[src/rtl/frame_digest_desync_checker_top_assert.svh]
// Assertion macros for the frame digest desync checker top level.
// Included by frame_digest_desync_checker_top.sv; no other dependencies.
`ifndef FRAME_DIGEST_DESYNC_CHECKER_TOP_ASSERT_SVH
`define FRAME_DIGEST_DESYNC_CHECKER_TOP_ASSERT_SVH

// same-cycle implication, disabled while in reset
`define FDC_ASSERT_NOW(label, clk, rst_n, ante, cons) \
  label: assert property (@(posedge clk) disable iff (!rst_n) (ante) |-> (cons)) \
    else $error("fdc assertion failed");

// next-cycle implication, disabled while in reset
`define FDC_ASSERT_NEXT(label, clk, rst_n, ante, cons) \
  label: assert property (@(posedge clk) disable iff (!rst_n) (ante) |=> (cons)) \
    else $error("fdc assertion failed");

`endif

[src/rtl/fdc_pkg.sv]
// Shared types and constants for the frame digest desync checker.
// Used by fdc_cell and frame_digest_desync_checker_top.
package fdc_pkg;

  localparam int CAPACITY_DEF   = 64;
  localparam int FRAME_BITS_DEF = 32;

  localparam int DIGEST_W   = 64;
  localparam int DEPTH_W    = 32;
  localparam int WINDOW_W   = 32;
  localparam int CMP_CNT_W  = 16;
  localparam int CAP_REG_W  = 7;
  localparam int CFG_IDX_W  = 4;
  localparam int CFG_DATA_W = 32;

  localparam logic [CFG_IDX_W-1:0] REG_CAPACITY = CFG_IDX_W'(0);
  localparam logic [CFG_IDX_W-1:0] REG_WINDOW   = CFG_IDX_W'(1);

  typedef enum logic [1:0] {
    KIND_STORE    = 2'd0,
    KIND_VALIDATE = 2'd1,
    KIND_QUERY    = 2'd2,
    KIND_CLEAR    = 2'd3
  } kind_t;

  // broadcast controls from the sequencer to every cell
  typedef struct packed {
    logic cmp;
    logic wr_hit;
    logic ins;
    logic evict;
  } fdc_ctl_t;

endpackage

[src/rtl/fdc_cell.sv]
// One slot of the sorted digest chain: holds a frame and its digest.
// Depends on fdc_pkg; shifts with its neighbors on insert and evict.
module fdc_cell #(
  parameter int FRAME_BITS = fdc_pkg::FRAME_BITS_DEF
) (
  input  logic                                clk,
  input  fdc_pkg::fdc_ctl_t                   ctl,
  input  logic                                occ,
  input  logic signed [FRAME_BITS-1:0]        key_frame,
  input  logic [fdc_pkg::DIGEST_W-1:0]        key_digest,
  input  logic                                prev_lt,
  input  logic signed [FRAME_BITS-1:0]        prev_frame,
  input  logic [fdc_pkg::DIGEST_W-1:0]        prev_digest,
  input  logic signed [FRAME_BITS-1:0]        next_frame,
  input  logic [fdc_pkg::DIGEST_W-1:0]        next_digest,
  output logic signed [FRAME_BITS-1:0]        frame_o,
  output logic [fdc_pkg::DIGEST_W-1:0]        digest_o,
  output logic                                lt_o,
  output logic                                hit_o,
  output logic                                dm_o
);

  logic signed [FRAME_BITS-1:0]  frame_r;
  logic [fdc_pkg::DIGEST_W-1:0]  digest_r;
  logic                          lt_r;
  logic                          hit_r;
  logic                          dm_r;

  always_ff @(posedge clk) begin
    if (ctl.cmp) begin
      hit_r <= occ && (frame_r == key_frame);
      lt_r  <= occ && (frame_r < key_frame);
      dm_r  <= (digest_r == key_digest);
    end
    if (ctl.evict) begin
      frame_r  <= next_frame;
      digest_r <= next_digest;
    end else if (ctl.ins) begin
      // cells holding older frames stay; the first newer one takes the key
      if (!lt_r) begin
        if (prev_lt) begin
          frame_r  <= key_frame;
          digest_r <= key_digest;
        end else begin
          frame_r  <= prev_frame;
          digest_r <= prev_digest;
        end
      end
    end else if (ctl.wr_hit && hit_r) begin
      digest_r <= key_digest;
    end
  end

  assign frame_o  = frame_r;
  assign digest_o = digest_r;
  assign lt_o     = lt_r;
  assign hit_o    = hit_r;
  assign dm_o     = dm_r;

endmodule

[config.mk]
export PLATFORM = sky130hd
export DESIGN_NAME = fdc_cell
export DESIGN_NICKNAME = d
export VERILOG_FILES = /design/src/rtl/frame_digest_desync_checker_top_assert.svh /design/src/rtl/fdc_pkg.sv /design/src/rtl/fdc_cell.sv
export SDC_FILE = /design/constraint.sdc
export NUM_CORES = 1
export LEC_CHECK = 0
export BUFFER_PORTS_ARGS = -buffer_cell sky130_fd_sc_hd__buf_2
export CORE_AREA = 2 2 152 154
export CTS_CLUSTER_DIAMETER = 120
export CTS_CLUSTER_SIZE = 28
export DETAILED_ROUTE_END_ITERATION = 10
export DIE_AREA = 0 0 154 156
export SLEW_MARGIN = 20
export SYNTH_ARGS = -nofsm -noshare
export SYNTH_HDL_FRONTEND = slang
export SYNTH_SLANG_ARGS = --single-unit
[constraint.sdc]
create_clock -name clk -period 10.25 [get_ports clk]
set_input_delay 0.5125 -clock clk [delete_from_list [all_inputs] [get_ports clk]]
set_output_delay 0.5125 -clock clk [all_outputs]
set_load 0.01 [all_outputs]
; Word-level counts from Yosys, hierarchy flattened
; Index checks and enable logic that the tools add are counted.
[word_totals]
latch_bits = 0
mem_bits_rw = 0
romBits = 0
in_bits = 295
elab_cells = 26
memories = 0
output_inout_bits = 99
regBits = 99
[op_classes]
bitwise_logic = 0
n_reduce_logical = 7
shifts = 0
addsub = 0
mux = 9
n_eq_ne = 4
div = 0
n_mul = 0
magnitude_cmp = 1
[op_table]
columns = operator, count
row1 = 64-bit two-way mux, 5
row2 = 32-bit two-way mux, 4
row3 = 64-bit equality test, 1
row4 = 32-bit equality test, 1
row5 = 32-bit < comparator, 1
row6 = 2-bit AND reduction, 2
row7 = 1-bit logical AND, 3
row8 = 3-bit inequality test (second input constant), 1
row9 = 3-bit nonzero test, 1
row10 = 2-bit inequality test (second input constant), 1
row11 = 2-bit nonzero test, 1

; Longest topological paths before layout
; Gate-level depths: netlist (run 1).
[depth]
word_depth = 4
mapped_depth = 8
mapped_depth_nobuf = 8

; Least setup slack after synthesis (run 1)
; OpenSTA, ideal clock, no wires.
[synth_timing]
path_type = input port to flip-flop
startpoint = input port ctl[2] in the netlist's numbering
endpoint = register digest_r, in the netlist digest_o[0] (enable)
path_stages = 2
setup_slack_ns = 6.211
required_time_ns = 9.751
setup_ns = 0.499
path_buffers = 0
arrival_time_ns = 3.540
path_cell_list = nand2_1 -> o21bai_1
[synth_between]
elab_chain_len = 3
[synth_lines]
columns = element, line_no
row1 = from (decl), fdc_cell.sv:7  ; input fdc_pkg::fdc_ctl_t ctl,
row2 = 1-bit logical AND, fdc_cell.sv:49  ; end else if (ctl.wr_hit && hit_r) begin
row3 = 3-bit nonzero test (no line), n/a
row4 = 2-bit AND reduction (no line), n/a
row5 = to (signal assigned), fdc_cell.sv:43  ; digest_r <= key_digest;
row6 = to (signal assigned), fdc_cell.sv:46  ; digest_r <= prev_digest;
row7 = to (signal assigned), fdc_cell.sv:50  ; digest_r <= key_digest;
row8 = to (decl), fdc_cell.sv:24  ; logic [fdc_pkg::DIGEST_W-1:0] digest_r;
; Every way passes these cells.
; A chain may end at the register's enable or synchronous reset.

; Worst setup path in the final report (run 1)
[layout_timing]
startpoint = input port prev_lt
endpoint = register digest_r, in the netlist digest_o[15] (data pin)
[layout_between]
elab_chain_len = 4
[layout_lines]
columns = element, line_no
row1 = from (decl), fdc_cell.sv:11  ; input logic prev_lt,
row2 = 64-bit two-way mux, fdc_cell.sv:41  ; if (prev_lt) begin
row3 = 64-bit two-way mux, fdc_cell.sv:40  ; if (!lt_r) begin
row4 = 64-bit two-way mux, fdc_cell.sv:38  ; end else if (ctl.ins) begin
row5 = 64-bit two-way mux, fdc_cell.sv:35  ; if (ctl.evict) begin
row6 = to (signal assigned), fdc_cell.sv:37  ; digest_r <= next_digest;
row7 = to (signal assigned), fdc_cell.sv:43
row8 = to (signal assigned), fdc_cell.sv:46
; Every way passes these cells. The select of a mux whose other input is x is not followed.

==> run summary, run 1 <==
Slew Viols, Final -> 0
Row count -> 55
Worst slew pin tran -> 1.02 ns
RSZ-0062 raised after global routing -> false
Fill count -> 2287
Setup Viol. Count Final -> 0
Antenna Nets Post-Route -> 0
Clock Skews -> 0.0122 ns
CP required -> 10.32 ns
Sequential area share after synthesis -> 45.9%
Initial antenna violation count -> 5
Post-synth cell types -> 27
Top cell type's share of synthesized area -> 45.9%
Crit path DAT -> 2.97 ns
Synth area leaders -> edfxtp_1 46%, mux2i_1 15%, xor2_1 8.7%, o21ai_0 7.6%, ha_1 6.2%
Core area -> 22400 µm²
Clock sink total -> 99
PD cells -> 128 nW/µm²
Hold Crit Class -> in2reg
Tmin final -> 2.90 ns
Number of max-cap violations -> 0
Reg clk slew, reported paths -> 0.08 ns
Async S/R FF share, synth -> 0%
Max frequency -> 0.345 GHz
Synth Flop Type -> edfxtp_1
CTS H-Tree Depth -> 3
Boundary pin count -> 394
Delay-heaviest family, CP -> buffers and inverters
Pre-CTS setup slack -> 6.90 ns
HPWL after detailed placement -> 18.9 mm
Crit path cell chain -> buf_2 > nand2b_4 > buf_4 > mux2i_1 > o21ai_0
Nets -> 1328
Synth Instances -> 624
CTS tree -> yes
Syn_nets -> 951
Routed wire per std cell -> 18.0 µm
Fin crit share -> 28.2%
Total routed wirelength -> 23.3 mm
Synthesized area per cell -> 10.4 µm²
Setup Total Neg Slack -> 0 ns
Most frequent cells in the layout -> 392 x buf_2, 101 x nand2_1, 99 x edfxtp_1, 98 x o21ai_0, 97 x mux2i_1
Die width -> 154 µm
CP Launch Type -> primary input
Chip height -> 156 µm
Synth Cell Area -> 6470 µm²
First DRT Iteration DRCs -> 300
Slowest CP cell -> buf_2
Hold_buf cts -> 0
Crit path largest cell delay -> 0.76 ns
Worst setup EP type -> register
Vias post-DR -> 6068
Tot GR Track Use -> 18.7%
Vias in the first global route -> 5936
Yosys top cell by area -> edfxtp_1
I/O Buffers -> 393
First-pass GRT wire length -> 34.0 mm
Global route total overflow -> 0
Worst VDD drop -> 0.0680 mV
DRC viols -> 0
CTS buffer count -> 9
WS Path Type -> in2reg
Pin count of the biggest net entering global routing -> 84
PostCTS Resize Cnt -> 0
Synth Warn # -> 0
Root Buffer -> clkbuf_16
Area growth from synthesis to layout -> 38.8%
GP Congestion -> 0.812
Die area -> 24000 µm²
Commonest non-fill, non-tap cell in the layout -> buf_2
Hold Fails Final Rpt -> 0
Remaining max-slew budget at the tightest pin -> 31.8%
CP Max Fanout -> 37
Leakage -> 4.62 nW
Post-synth EDFFs -> 99
Clock Latency Late Sink -> 0.36 ns
Pre-antenna DRT Iters -> 5
Outcome -> finished, final reports clean
Share of cells above drive strength 1 -> 41.5%
Crit path buffers/inverters -> 2
CTS Buffer Depth -> 2
Register bit total from synthesis -> 99
Worst Slack Setup Final -> 7.35 ns
Initial Util -> 28.9%
Vias per std cell -> 4.69
# Post-CTS Setup Buffers -> 0
-- state kept, by name (all words and copies together), names as in the netlist --
name and flops:
frame_o 32, hit_o 1, lt_o 1, digest_o 64, dm_o 1
-- layer usage --
layer	share of wire, %	up-vias	GRT usage, %
met2	51	266	33.8
met5	0.069	-	0
met4	0.77	2	4.09
li1	-	3007	-
met1	39	2781	21.3
met3	8.9	12	6.67
-- worst paths after layout --
path / startpoint / to / slack, ns / cells past startpoint
max reg2reg: digest_o[39] / dm_o / 7.91 / 4
min reg2reg: frame_o[1] / hit_o / 0.85 / 3
max: prev_lt / digest_o[15] / 7.35 / 5
min: ctl[3] / dm_o / 0.42 / 1
-- Yosys cell counts, drive strengths merged (2+ instances only) --
cell / count
ha: 32
a21o: 6
clkbuf: 20
nand3: 8
nor4: 19
xor2: 64
buf: 12
nand4: 10
mux2i: 97
a211oi: 2
inv: 33
edfxtp: 99
o21ai: 99
o21bai: 2
a21oi: 12
nand2: 101
-- through the flow --
step	utilization, %	area [µm²]	power [mW]	std cells	hold WS [ns]
after floorplan	-	6470	0.678	624	0.625
after global placement	38.9	8710	0.828	1275	0.774
after detailed placement	38.9	8710	0.832	1275	0.775
after CTS	40.1	8980	1.17	1291	0.401
after global routing	40.2	8980	1.21	1293	0.404
final	40.2	8980	1.15	1294	0.418
-- kinds of logic after synthesis --
logic type / synth area share (%)
buffers and inverters: 4.23
adder cells (fa/ha/maj): 6.18
flip-flops: 45.9
multiplexers: 15.0
XOR/XNOR: 8.66
AO/OA/AOI/OAI: 9.90
AND/OR/NAND/NOR: 10.1
-- area by class of cell --
type,count,area [µm²],area share [%]
Sequential cell,99,2970,33.1
Antenna cell,3,7.51,0.0836
Clock buffer,10,229,2.55
Clock inverter,6,42.5,0.473
Tap cell,285,357,3.97
Multi-Input combinational cell,460,3250,36.1
Timing Repair Buffer,398,2010,22.3
Inverter,33,124,1.38
-- worst reg2reg max path, delay by kind of cell (launching register included) --
family	cells	cell delay [ns]
xor gates and xnor gates	1	0.16
DFF	1	0.41
and+or+nand+nor	3	1.53
-- report_power, final --
part	leakage [nW]	switching, mW	internal (mW)	total [mW]
clock network	0.130	0.165	0.165	0.330
logic	3.47	0.159	0.131	0.290
registers	1.01	0.0275	0.500	0.528
total	4.62	0.352	0.797	1.15
Power figures use the tool's default switching activity.
==> run 2: changes to the inputs <==
Clock period 10.25 ns to 2.9 ns, I/O delays scaled along.
==> run 2 against run 1 <==
Final area grew 1.7%. Die area unchanged. Critical endpoint is now dm_o. Worst hold slack lost 0.35 ns. Sequential power rose to 3.5 times the previous value. Critical path type is now reg2reg. Non-clock buffer count up 7. First-iteration DRC count rose by 1.3%.
==> run summary, run 2 (synthesis results as in run 1) <==
Pre-antenna DRT Iters -> 4
Crit path cell chain -> xor2_1 > nor4_1 > nand4_1 > nor4_1
Number of max-cap violations -> 0
Initial antenna violation count -> 3
Commonest non-fill, non-tap cell in the layout -> buf_2
Vias per std cell -> 4.68
Met2 Track Usage GR -> 35.7%
Hold Crit Class -> in2reg
Die area -> 24000 µm²
GP Congestion -> 0.868
Clock sink total -> 99
Vias in the first global route -> 6356
Chip height -> 156 µm
Remaining max-slew budget at the tightest pin -> 42.3%
P_sw -> 1.27 mW
Tot GR Track Use -> 19.5%
Met3 global-route usage -> 5.44%
Leakage -> 4.70 nW
HPWL after detailed placement -> 19.8 mm
Reg clk slew, reported paths -> 0.08 ns
Logic pwr share -> 24.8%
Worst Slack Setup Final -> 0.766 ns
CP Max Fanout -> 2
RSZ-0062 raised after global routing -> false
Worst Reg-to-Reg Cells -> 4
Row count -> 55
Finished Layout Cells -> 1301
CTS H-Tree Depth -> 3
Slowest CP cell -> nor4_1
Die width -> 154 µm
WS Path Type -> reg2reg
Initial Util -> 28.9%
CTS Buffer Depth -> 2
Tmin final -> 2.13 ns
Part of the power in registers -> 43.5%
Setup Total Neg Slack -> 0 ns
Worst slew pin tran -> 0.863 ns
Core area -> 22400 µm²
First-pass GRT wire length -> 35.5 mm
Hold path depth -> 3
DRC viols -> 0
Fin crit share -> 73.6%
CP Launch Type -> register
Fill count -> 2251
Share of cells above drive strength 1 -> 42.0%
Worst setup EP type -> register
CTS buffer count -> 9
Clock Latency Late Sink -> 0.35 ns
Sw Ratio -> 29.6%
Max frequency -> 0.469 GHz
Most frequent cells in the layout -> 392 x buf_2, 101 x nand2_1, 99 x edfxtp_1, 98 x o21ai_0, 97 x mux2i_1
PD cells -> 468 nW/µm²
# Post-CTS Setup Buffers -> 0
PostCTS Resize Cnt -> 0
Crit path largest cell delay -> 0.65 ns
Global route total overflow -> 0
Placed cells -> 1282
Boundary pin count -> 394
Clock Skews -> 0.0109 ns
Final Power -> 4.28 mW
Pint -> 3.01 mW
Pin count of the biggest net entering global routing -> 66
Slew Viols, Final -> 0
Outcome -> finished, final reports clean
CP required -> 3.06 ns
CTS tree -> yes
Area growth from synthesis to layout -> 41.2%
Met1 Use GR -> 21.7%
Root Buffer -> clkbuf_16
Pre-CTS setup slack -> 0.807 ns
Max reg flops -> 64
Routed wire per std cell -> 18.5 µm
Hold Fails Final Rpt -> 0
Total routed wirelength -> 24.1 mm
Setup Viol. Count Final -> 0
Worst VDD drop -> 0.295 mV
Antenna Nets Post-Route -> 0
Most used routing layer -> met2
Hold_buf cts -> 0
Most frequent CP cell -> nor4_1
Crit path DAT -> 2.29 ns
Clock Power Share -> 31.7%
Vias post-DR -> 6093
Nets -> 1335
First DRT Iteration DRCs -> 304
I/O Buffers -> 393
run 2: worst max-delay path, delay by kind of cell, from the launching register on:
family	cells	cell delay, ns
AND/OR/NAND/NOR	3	1.35
flip-flops	1	0.42
XOR/XNOR	1	0.16
run 2: worst paths after layout:
kind	startpoint	endpoint	slack [ns]
max	digest_o[62]	dm_o	0.77
max reg2reg	digest_o[62]	dm_o	0.77
min reg2reg	frame_o[1]	hit_o	0.84
min	next_digest[31]	digest_o[31]	0.06
run 2: stage by stage:
step	utilization, %	instance area (µm²)	hold WS, ns
CTS	40.8	9130	0.0486
global placement	39.4	8810	0.421
floorplan	-	6480	0.257
detailed placement	39.4	8810	0.427
global route	40.9	9140	0.0662
finish	40.9	9140	0.0649
run 2: power by group through the flow:
stage / clock (mW) / sequential (mW) / combinational [mW]
4_1_cts: 1.40 / 1.86 / 1.08
2_1_floorplan: 0 / 1.96 / 0.438
6_report: 1.36 / 1.86 / 1.06
3_3_place_gp: 0 / 1.88 / 1.07
5_1_grt: 1.44 / 1.88 / 1.19
3_5_place_dp: 0 / 1.89 / 1.08
run 2: cell type report:
| cell class | instances | area [µm²] | area share (%) |
|---|---|---|---|
| multi-input combinational | 460 | 3250 | 35.5 |
| clock buffer | 10 | 229 | 2.51 |
| clock inverter | 6 | 95.1 | 1.04 |
| timing repair buffer | 405 | 2110 | 23.1 |
| sequential | 99 | 2970 | 32.5 |
| tap | 285 | 357 | 3.90 |
| antenna | 3 | 7.51 | 0.0821 |
| inverter | 33 | 124 | 1.36 |
run 2: per-layer routing:
layer / vias up / routed length (µm) / part of all wire, %
met5: - / 16 / 0.066
met4: 2 / 534 / 2.2
met3: 33 / 1840 / 7.6
met2: 266 / 12200 / 51
met1: 2777 / 9510 / 39
li1: 3015 / - / -
==> run 3: changes to the inputs <==
Clock period 2.9 ns to 2.21 ns, I/O delays scaled along.
==> run 3 against run 2 <==
Sequential share of layout area grew 0.15 points. First-iteration DRC count grew 3.0%. Sequential cell count is the same. Via count shrank 0.44%. Worst hold slack lost 0.033 ns. Sequential power grew 31%. Utilization shrank 0.18 points.
==> run summary, run 3 (synthesis results as in run 1) <==
CP required -> 2.31 ns
PD cells -> 588 nW/µm²
Tot GR Track Use -> 19.2%
CP Launch Type -> register
Core area -> 22400 µm²
R2r startpoint -> frame_o[24]
Sw Ratio -> 30.6%
Hold Fails Final Rpt -> 0
Chip height -> 156 µm
Crit path DAT -> 2.17 ns
Clock Latency Late Sink -> 0.36 ns
GP Congestion -> 0.829
Leakage -> 4.68 nW
Initial antenna violation count -> 3
Worst slew pin tran -> 0.625 ns
CTS tree -> yes
Vias per std cell -> 4.66
I/O Buffers -> 393
Global route total overflow -> 0
CP startpoint -> frame_o[24]
HPWL after detailed placement -> 19.4 mm
DRC viols -> 0
Number of max-cap violations -> 0
# Post-CTS Setup Buffers -> 0
First DRT Iteration DRCs -> 313
Die width -> 154 µm
Root Buffer -> clkbuf_16
Area growth from synthesis to layout -> 40.5%
Tmin final -> 2.08 ns
CTS Buffer Depth -> 2
Final Cell Area -> 9100 µm²
Vias in the first global route -> 6155
Logic pwr share -> 26.1%
Hold wc startpoint -> ctl[3]
Part of the power in registers -> 45.6%
Hold_buf cts -> 0
Cell Area, Placed -> 8820 µm²
Antenna Nets Post-Route -> 0
Pre-antenna DRT Iters -> 6
Worst setup EP type -> register
RSZ-0062 raised after global routing -> false
Nets -> 1337
Delay-heaviest family, CP -> simple AND/OR/NAND/NOR gates
Commonest non-fill, non-tap cell in the layout -> buf_2
Routed wire per std cell -> 18.1 µm
Pre-CTS setup slack -> 0.140 ns
Setup Viol. Count Final -> 0
Crit path buffers/inverters -> 0
Reg clk slew, reported paths -> 0.07 ns
Crit path cell chain -> ha_1 > and3_1 > nand3_1 > or4_4 > o21ai_2 > mux2i_1
Pint -> 3.71 mW
P_sw -> 1.63 mW
Outcome -> finished, final reports clean
Clock sink total -> 99
CTS buffer count -> 9
Share of cells above drive strength 1 -> 42.2%
Remaining max-slew budget at the tightest pin -> 58.2%
Boundary pin count -> 394
Fin crit share -> 93.9%
Slowest CP cell -> or4_4
First-pass GRT wire length -> 34.9 mm
Pin count of the biggest net entering global routing -> 117
Clock Power Share -> 28.4%
Max frequency -> 0.482 GHz
Most frequent cells in the layout -> 392 x buf_2, 101 x nand2_1, 99 x edfxtp_1, 98 x o21ai_0, 97 x mux2i_1
CTS H-Tree Depth -> 3
Max reg flops -> 64
Slew Viols, Final -> 0
PostCTS Resize Cnt -> 0
Initial Util -> 28.9%
Clock Skews -> 0.0159 ns
Total routed wirelength -> 23.6 mm
Setup Total Neg Slack -> 0 ns
Worst Slack Setup Final -> 0.134 ns
Crit path largest cell delay -> 0.58 ns
CP Max Fanout -> 2
Hold Crit Class -> in2reg
Worst VDD drop -> 0.306 mV
Row count -> 55
WS Path Type -> reg2reg
Die area -> 24000 µm²
Vias post-DR -> 6066
run 3: power by group through the flow:
stage	sequential, mW	clock, mW	combinational [mW]
final	2.44	1.52	1.39
after global routing	2.46	1.62	1.55
after CTS	2.44	1.57	1.42
after detailed placement	2.48	0	1.41
after global placement	2.47	0	1.40
after floorplan	2.57	0	0.576
run 3: layout make-up:
type                       count  area, µm²
timing repair buffer         407       2120
clock inverter                 6       42.5
tap                          285        357
antenna                        1       2.50
inverter                      33        124
fill                        2271      13300
sequential                    99       2970
multi-input combinational    460       3250
clock buffer                  10        229
run 3: per-stage QoR:
stage | util, % | power, mW | instances | hold slack [ns]
floorplan | - | 3.14 | 624 | 0.223
global placement | 39.5 | 3.87 | 1284 | 0.368
detailed placement | 39.5 | 3.89 | 1284 | 0.380
CTS | 40.7 | 5.43 | 1300 | 0.0118
global route | 40.7 | 5.64 | 1301 | 0.0183
finish | 40.7 | 5.35 | 1301 | 0.0319
run 3: worst paths after layout:
path           end  cells after the start  slack (ns)
min reg2reg   lt_o                      4        0.86
min          hit_o                      1        0.03
max           lt_o                      6        0.13
max reg2reg   lt_o                      6        0.13
run 3: routing by layer:
metal | part of all wire [%] | global-route usage [%] | up-vias
met2 | 50 | 34.1 | 271
met4 | 2.0 | 6.45 | 2
li1 | - | - | 3022
met1 | 40 | 22.1 | 2746
met5 | 0.055 | 0 | -
met3 | 7.9 | 5.69 | 25
run 3: worst register-to-register path, delay by kind of cell (launching register included):
family | cells | cell delay, ns
mux | 1 | 0.08
fa+ha+maj | 1 | 0.30
flops | 1 | 0.39
simple gates | 3 | 0.89
compound gates | 1 | 0.16
